## config.mk

```make
export PLATFORM = sky130hd
export DESIGN_NAME = bpa_ctrl
export DESIGN_NICKNAME = d
export VERILOG_FILES = /design/src/design/bpa_pkg.sv /design/src/design/bpa_ctrl.sv
export VERILOG_INCLUDE_DIRS = /design/src /design/src/design
export SDC_FILE = /design/constraint.sdc
export NUM_CORES = 1
export LEC_CHECK = 0
export ABC_AREA = 1
export BUFFER_PORTS_ARGS = -buffer_cell sky130_fd_sc_hd__buf_4
export CAP_MARGIN = 20
export CORE_MARGIN = 2
export CORE_UTILIZATION = 48
export DETAILED_ROUTE_END_ITERATION = 8
export PLACE_DENSITY = 0.76
export SLEW_MARGIN = 20
export SYNTH_ARGS = -nofsm -noshare
export SYNTH_HDL_FRONTEND = slang
export SYNTH_SLANG_ARGS = --single-unit
```

## constraint.sdc

```tcl
create_clock -name clk -period 1.72 [get_ports clk]
set_input_delay 0.172 -clock clk [delete_from_list [all_inputs] [get_ports clk]]
set_output_delay 0.172 -clock clk [all_outputs]
set_load 0.05 [all_outputs]
```

## src/design/buddy_page_allocator_defines.svh

```systemverilog
// ----------------------------------------------------------------------------
// Buddy page allocator assertion macros
// Shared concurrent assertion wrappers, compiled out with NO_ASSERTIONS.
// ----------------------------------------------------------------------------
`ifndef BUDDY_PAGE_ALLOCATOR_DEFINES_SVH
`define BUDDY_PAGE_ALLOCATOR_DEFINES_SVH
`ifndef NO_ASSERTIONS
// Property that must hold at every clock edge outside reset.
`define BPA_ASSERT(label, expr, msg) \
    label: assert property (@(posedge clk) disable iff (!rst_n) (expr)) \
        else $error(msg);
// Condition that must hold in the cycle after the trigger.
`define BPA_ASSERT_NEXT(label, trig, expr, msg) \
    label: assert property (@(posedge clk) disable iff (!rst_n) (trig) |=> (expr)) \
        else $error(msg);
`else
`define BPA_ASSERT(label, expr, msg)
`define BPA_ASSERT_NEXT(label, trig, expr, msg)
`endif
`endif

```

## src/design/bpa_pkg.sv

```systemverilog
// ----------------------------------------------------------------------------
// Buddy page allocator package
// Widths, codes, page record layout, controller states and status flags.
// ----------------------------------------------------------------------------
package bpa_pkg;

    localparam int RANK_LIMIT = 16;
    localparam int PAGE_SLOTS = 32768;
    localparam int PAGE_W     = 15;
    localparam int RANK_W     = 5;
    localparam int TP_W       = 16;

    localparam logic [RANK_W-1:0] RANK_LIMIT_R = RANK_W'(RANK_LIMIT);

    // Result status codes.
    localparam logic [1:0] ST_OK       = 2'd0;
    localparam logic [1:0] ST_INVALID  = 2'd1;
    localparam logic [1:0] ST_NO_SPACE = 2'd2;

    typedef enum logic [1:0] {
        OP_ALLOC = 2'd0,
        OP_FREE  = 2'd1,
        OP_QUERY = 2'd2,
        OP_COUNT = 2'd3
    } op_t;

    // Per-page record: taken flag, link valid flags, rank.
    typedef struct packed {
        logic              taken;
        logic              lv_prev;
        logic              lv_next;
        logic [RANK_W-1:0] rank;
    } page_info_t;

    typedef enum logic [21:0] {
        S_CLEAR  = 22'h000001,
        S_IDLE   = 22'h000002,
        S_DECODE = 22'h000004,
        S_SEARCH = 22'h000008,
        S_SPLIT  = 22'h000010,
        S_TAKE   = 22'h000020,
        S_FCHK   = 22'h000040,
        S_MERGE  = 22'h000080,
        S_MCHK   = 22'h000100,
        S_MUP    = 22'h000200,
        S_QANS   = 22'h000400,
        S_CNT    = 22'h000800,
        S_CNTW   = 22'h001000,
        S_P0     = 22'h002000,
        S_P1     = 22'h004000,
        S_P2     = 22'h008000,
        S_U0     = 22'h010000,
        S_U1     = 22'h020000,
        S_U2     = 22'h040000,
        S_U3     = 22'h080000,
        S_U4     = 22'h100000,
        S_RESULT = 22'h200000
    } state_t;

    // Status flags from the datapath to the controller.
    typedef struct packed {
        logic cfg_start;
        op_t  op;
        logic rank_ok;
        logic page_ok;
        logic head_hit;
        logic cur_top;
        logic split_more;
        logic taken;
        logic merge_go;
        logic merge_join;
        logic push_skip;
        logic cnt_go;
        logic clr_last;
    } ctl_status_t;

    // Top rank: bit length of (tp - 1) plus one, capped at the maximum rank.
    function automatic logic [RANK_W-1:0] top_rank(input logic [TP_W-1:0] tp);
        logic [TP_W-1:0]   v;
        logic [RANK_W-1:0] len;
        v   = tp - TP_W'(1);
        len = '0;
        for (int i = 0; i < TP_W; i++) begin
            if (v[i]) begin
                len = RANK_W'(i + 1);
            end
        end
        top_rank = (len >= RANK_LIMIT_R) ? RANK_LIMIT_R : len + RANK_W'(1);
    endfunction

endpackage

```

## src/design/bpa_ctrl.sv

```systemverilog
// ----------------------------------------------------------------------------
// Buddy page allocator controller
// Sequences clearing, request decoding, searches, splits, merges, list walks
// and the shared push and unlink routines.
// ----------------------------------------------------------------------------
`include "buddy_page_allocator_defines.svh"

module bpa_ctrl
    import bpa_pkg::*;
(
    input  logic        clk,
    input  logic        rst_n,
    input  logic        start,
    input  ctl_status_t st,
    output state_t      cmd,
    output logic        busy
);

    state_t state_reg, state_next;
    state_t ret_reg, ret_next;

    assign cmd  = state_reg;
    assign busy = (state_reg != S_IDLE);

    // Next state and return point of the push and unlink routines.
    always_comb
    begin
        state_next = state_reg;
        ret_next   = ret_reg;
        if (st.cfg_start)
        begin
            state_next = S_CLEAR;
        end
        else
        begin
            unique case (state_reg)
                S_CLEAR:
                begin
                    if (st.clr_last)
                    begin
                        state_next = S_P0;
                        ret_next   = S_IDLE;
                    end
                end
                S_IDLE:
                begin
                    if (start)
                    begin
                        state_next = S_DECODE;
                    end
                end
                S_DECODE:
                begin
                    unique case (st.op)
                        OP_ALLOC: state_next = st.rank_ok ? S_SEARCH : S_RESULT;
                        OP_FREE:  state_next = st.page_ok ? S_FCHK : S_RESULT;
                        OP_QUERY: state_next = st.page_ok ? S_QANS : S_RESULT;
                        OP_COUNT: state_next = st.rank_ok ? S_CNT : S_RESULT;
                        default:  state_next = S_RESULT;
                    endcase
                end
                S_SEARCH:
                begin
                    if (st.head_hit)
                    begin
                        state_next = S_U0;
                        ret_next   = S_SPLIT;
                    end
                    else if (st.cur_top)
                    begin
                        state_next = S_RESULT;
                    end
                end
                S_SPLIT:
                begin
                    if (st.split_more)
                    begin
                        state_next = S_P0;
                        ret_next   = S_SPLIT;
                    end
                    else
                    begin
                        state_next = S_TAKE;
                    end
                end
                S_TAKE:   state_next = S_RESULT;
                S_FCHK:   state_next = st.taken ? S_MERGE : S_RESULT;
                S_MERGE:
                begin
                    if (st.merge_go)
                    begin
                        state_next = S_MCHK;
                    end
                    else
                    begin
                        state_next = S_P0;
                        ret_next   = S_RESULT;
                    end
                end
                S_MCHK:
                begin
                    if (st.merge_join)
                    begin
                        state_next = S_U0;
                        ret_next   = S_MUP;
                    end
                    else
                    begin
                        state_next = S_P0;
                        ret_next   = S_RESULT;
                    end
                end
                S_MUP:    state_next = S_MERGE;
                S_QANS:   state_next = S_RESULT;
                S_CNT:    state_next = st.cnt_go ? S_CNTW : S_RESULT;
                S_CNTW:   state_next = S_CNT;
                S_P0:     state_next = st.push_skip ? ret_reg : S_P1;
                S_P1:     state_next = S_P2;
                S_P2:     state_next = ret_reg;
                S_U0:     state_next = S_U1;
                S_U1:     state_next = S_U2;
                S_U2:     state_next = S_U3;
                S_U3:     state_next = S_U4;
                S_U4:     state_next = ret_reg;
                S_RESULT: state_next = S_IDLE;
                default:  state_next = S_IDLE;
            endcase
        end
    end

    // State registers.
    always_ff @(posedge clk or negedge rst_n)
    begin
        if (!rst_n)
        begin
            state_reg <= S_CLEAR;
            ret_reg   <= S_IDLE;
        end
        else
        begin
            state_reg <= state_next;
            ret_reg   <= ret_next;
        end
    end

    `BPA_ASSERT_NEXT(a_accept, state_reg == S_IDLE && start && !st.cfg_start, state_reg == S_DECODE, "accepted beat did not start decoding")
    `BPA_ASSERT_NEXT(a_cfg_clear, st.cfg_start, state_reg == S_CLEAR, "configuration write did not start clearing")
    `BPA_ASSERT_NEXT(a_unlink_ret, state_reg == S_U4 && !st.cfg_start, state_reg == S_SPLIT || state_reg == S_MUP, "unlink returned to a wrong state")
    `BPA_ASSERT(a_ret_point, ret_reg == S_IDLE || ret_reg == S_SPLIT || ret_reg == S_MUP || ret_reg == S_RESULT, "bad return point")

endmodule

```

# Word-level counts from Yosys, hierarchy flattened
# Index checks and enable logic that the tools add are counted.
# op_classes
bitwise	1
reduce_logical	6
eq_ne	32
muxes	23
# op_table
op	n
22-bit case mux with 19 select lines	1
22-bit two-way mux	17
22-bit case mux with 5 select lines	1
22-bit case mux with 4 select lines	1
14-bit two-way mux	2
22-bit by 1-bit equality test with 1-bit output (second input constant)	1
22-bit by 10-bit equality test with 1-bit output (second input constant)	1
22-bit by 11-bit equality test with 1-bit output (second input constant)	1
22-bit by 12-bit equality test with 1-bit output (second input constant)	1
22-bit by 13-bit equality test with 1-bit output (second input constant)	1
22-bit by 14-bit equality test with 1-bit output (second input constant)	1
22-bit by 15-bit equality test with 1-bit output (second input constant)	1
22-bit by 16-bit equality test with 1-bit output (second input constant)	1
22-bit by 17-bit equality test with 1-bit output (second input constant)	1
22-bit by 18-bit equality test with 1-bit output (second input constant)	1
22-bit by 19-bit equality test with 1-bit output (second input constant)	1
22-bit by 2-bit equality test with 1-bit output (second input constant)	1
22-bit by 20-bit equality test with 1-bit output (second input constant)	1
22-bit by 21-bit equality test with 1-bit output (second input constant)	1
22-bit by 3-bit equality test with 1-bit output (second input constant)	1
22-bit by 4-bit equality test with 1-bit output (second input constant)	1
22-bit by 5-bit equality test with 1-bit output (second input constant)	1
22-bit by 6-bit equality test with 1-bit output (second input constant)	1
22-bit by 7-bit equality test with 1-bit output (second input constant)	1
15 further kinds	21
# totals
out_inout_bits	23
wordCells	64
input_bits	17
regBits	44

# Longest topological paths before layout
# depth
depth_word	4
depth_mapped	15
mapped_depth_nobuf	14

# Worst setup path after synthesis
# OpenSTA, ideal clock, no wires.
# synth_timing
path_type	register to register
from	reg state_reg[16] (netlist: cmd[16])
to	reg state_reg[20] (netlist: cmd[20])
path_stages_with_launch	14
t_arrival_ns	1.925
setup_time_ns	0.117
t_required_ns	1.603
setup_slack_ns	-0.323
path_buffers	2
period_less_slack_ns	2.043
cell_sequence	dfrtp_1 > clkinv_1 > nand2_2 > nor2_4 > nand2_2 > inv_2 > buf_6 > o21ai_1 > nand2_1 > nor2_1 > nand3_2 > nand2_4 > buf_6 > nor2_1
# synth_via
elab_chain_cells	4
# synth_rtl
item	line_no	source
start, declared	bpa_ctrl.sv:19	state_t state_reg, state_next;
start signal, assigned	bpa_ctrl.sv:141	state_reg <= state_next;
22-bit by 21-bit equality test with 1-bit output, or another cell as far along	bpa_ctrl.sv:36	unique case (state_reg)
2-bit OR reduction (no source line)	-	
22-bit case mux with 19 select lines	bpa_ctrl.sv:36	
22-bit two-way mux	bpa_ctrl.sv:30	if (st.cfg_start)
# Parallel ways exist; a longest one is shown, timed or not.
# A chain may end at the register's enable or synchronous reset.

# Worst setup path after layout
# layout_timing
from	reg state_reg[0] (netlist: cmd[0])
to	reg state_reg[11] (netlist: cmd[11])
# Same word-level chain as after synthesis.

==> flow_metrics.env <==
export IMPL_cts_buffers=3
export IMPL_largest_reg_flops=22
export IMPL_grt_pass1_vias=2370
export IMPL_ys_ff_latch=26
export IMPL_skew_ns=0.0161
export IMPL_clk_latency_ns=0.34
export IMPL_dpl_cell_area_sq_um=2510
export IMPL_cp_end_kind="flop"
export IMPL_stdcell_count=406
export IMPL_dr_pass1_iters=5
export IMPL_holdWs_ns=-0.000949
export IMPL_dp_hpwl_mm=4.03
export IMPL_cts_tree="built"
export IMPL_insertedDiodeCount=0
export IMPL_critical_path_startpoint_type="flop"
export IMPL_final_area_sq_um=3100
export IMPL_synth_top_area_cell="dfrtp_1"
export IMPL_std_cell_rows=21
export IMPL_worst_slew_pin_transition_ns=0.506
export IMPL_crit_arrival_ns=2.34
export IMPL_clkTransAtPathRegs_ns=0.16
export IMPL_clk_path_buf_depth=2
export IMPL_critPathMaxFanout=8
export IMPL_synth_cells=255
export IMPL_grt_overflow_total=0
export IMPL_syn_nets=272
export IMPL_power_density_nw_per_um2=819
export IMPL_grt_start_max_net_pins=27
export IMPL_cts_root_buf="clkbuf_4"
export IMPL_max_slew_margin_pct=66.0
export IMPL_slew_violations=0
export IMPL_htreeDepth=1
export IMPL_syn_area_sq_um=1740
export IMPL_vias=2357
export IMPL_setup_viol=23
export IMPL_ant_nets=0
export IMPL_async_flop_share_pct=100
export IMPL_worst_slack_ns=-0.345
export IMPL_viasPerCell=5.81
export IMPL_reg2reg_slack_ns=-0.34
export IMPL_post_route_util_pct=90.8
export IMPL_drtIter0Drc=211
export IMPL_dp_cells=386
export IMPL_numClockSinks=26
export IMPL_grt_pass1_wl_mm=11.0
export IMPL_ys_top_cells_by_count="57 x nor2_1, 49 x nand2_1, 30 x inv_1, 30 x nand3_1, 24 x dfrtp_1"
export IMPL_rsz0062_at_grt="yes"
export IMPL_synth_most_common_cell="nor2_1"
export IMPL_route_detailed_drc=0
export IMPL_area_delta_synth_final_pct=78.1
export IMPL_drive_gt1_share_pct=63.6
export IMPL_timing_final_crit_period_ns=2.06
export IMPL_netlist_area_leader_share_pct=34.5
export IMPL_antenna_found_initial=0
export IMPL_initial_utilization_pct=51.0
export IMPL_synth_top_cells_by_area="dfrtp_1 35%, nor2_1 12%, nand2_1 11%, nand3_1 8.6%, inv_1 6.5%"
export IMPL_dieArea_sq_um=4120
export IMPL_status="finished with violations"
export IMPL_core_sq_um=3420
export IMPL_synth_cell_type_count=25
export IMPL_die_h_microns=64.2
export IMPL_ys_seq_area_share_pct=37.5
export IMPL_gp_congestion=0.927
export IMPL_violations="negative hold slack, negative setup slack"
export IMPL_synth_edf_count=0
export IMPL_p_leak_nw=1.51
export IMPL_pre_cts_ws_ns=-0.167
export IMPL_syn_avg_cell_area_sq_um=6.83
export IMPL_final_hold_violation_count=1
export IMPL_min_path_type="in -> reg"
export IMPL_finalWirelength_mm=7.66
export IMPL_numPortBuffers=39
export IMPL_wl_per_cell_microns=18.9
export IMPL_ios=40
export IMPL_ys_warn_count=0
export IMPL_max_vdd_ir_drop_uv=680
export IMPL_die_x_microns=64.2
export IMPL_grt_util_all_layers_pct=34.7
export IMPL_maxCapViolations=0
export IMPL_max_clock_freq_mhz=484
export IMPL_fin_nets=378
export IMPL_crit_type="reg -> reg"
export IMPL_fin_crit_sh_pct=120
export IMPL_synth_ff_type="dfrtp_1"
export IMPL_crit_required_ns=1.99
-- layout make-up --
cell class                      instances  area, sq um
Multi-Input combinational cell        193         1370
Timing Repair Buffer                  102          811
Sequential cell                        26          683
Fill cell                             151          315
Inverter                               35          148
Tap cell                               46         57.6
Clock buffer                            4         36.3
-- power by group --
group	switching [mW]	internal [mW]	leakage, nW
Combinational	0.959	0.514	1.17
Clock	0.204	0.130	0.0210
Sequential	0.0549	0.679	0.319
Total	1.22	1.32	1.51
-- cell families after synthesis --
family / synth area share (%)
compound gates: 4.53
buf+inv: 8.84
flops: 37.5
simple gates: 49.1
-- final timing paths --
path                                   startpoint  depth (start not counted)                endpoint
setup / recovery               cmd[0]$_DFFE_PN1P_                         11     cmd[11]$_DFFE_PN0P_
hold reg to reg            ret_reg[1]$_DFFE_PN1P_                          2  ret_reg[1]$_DFFE_PN1P_
max in group asynchronous                   rst_n                          2  ret_reg[1]$_DFFE_PN1P_
min in group asynchronous                   rst_n                          2      cmd[1]$_DFFE_PN0P_
hold / removal                             st[13]                          2      cmd[2]$_DFFE_PN0P_
setup reg to reg               cmd[0]$_DFFE_PN1P_                         11     cmd[11]$_DFFE_PN0P_
-- metrics by stage --
stage | power [mW] | setup TNS, ns
after floorplan | 1.34 | -1.37
after detailed placement | 1.62 | -2.32
after global placement | 1.60 | -1.19
after global routing | 2.64 | -7.70
after CTS | 2.28 | -1.77
final | 2.54 | -6.55
-- per-layer routing --
layer | wire length, microns | share of wire (%) | GRT usage, % | vias up
li1 | - | - | - | 1026
met1 | 2730 | 36 | 39.1 | 1099
met2 | 3730 | 49 | 61.5 | 170
met3 | 651 | 8.5 | 6.16 | 62
met4 | 547 | 7.1 | 19.1 | 0
met5 | 0 | 0 | 0 | -
-- worst max-delay path, cell delays in order, from the launching register on --
cell     delay, ns
dfstp_4       0.52
nor2_4        0.16
nand2_4       0.10
nor2_4        0.23
nand2_2       0.13
nor2_4        0.16
nor2_2        0.05
nand2_1       0.12
nor2_4        0.06
nand3_4       0.16
nand2_8       0.15
nor2_4        0.13
-- placed cells by master, fill, tap and decap left out, types with 2 or more instances in the layout --
cell and instances:
nand2_4 9, nor2_4 35, o21ai_0 2, inv_1 27, nand2_2 20, clkbuf_4 3, buf_6 6, nand4_1 5
nand2_8 2, nand3_4 3, inv_4 2, nand3_2 4, inv_2 3, nand2_1 29, nand3b_1 3, nand3_1 24
o21ai_2 6, nor4_1 2, nor3_1 3, buf_4 93, o211ai_1 2, dfrtp_2 21, inv_6 2, dfrtp_1 3
nor2_1 27, nor2_2 11
-- repair_timing --
| action | CTS | global route |
|---|---|---|
| hold buffers | 1 | 0 |
| endpoints found under the setup margin | 23 | 24 |
| resized for setup | 78 | 36 |
| hold endpoints to repair | 24 | 0 |
| pin swaps | 18 | 19 |
| setup buffers | 12 | 2 |
| cloned | 1 | 0 |
No activity file was read; power rests on OpenSTA's default activity.
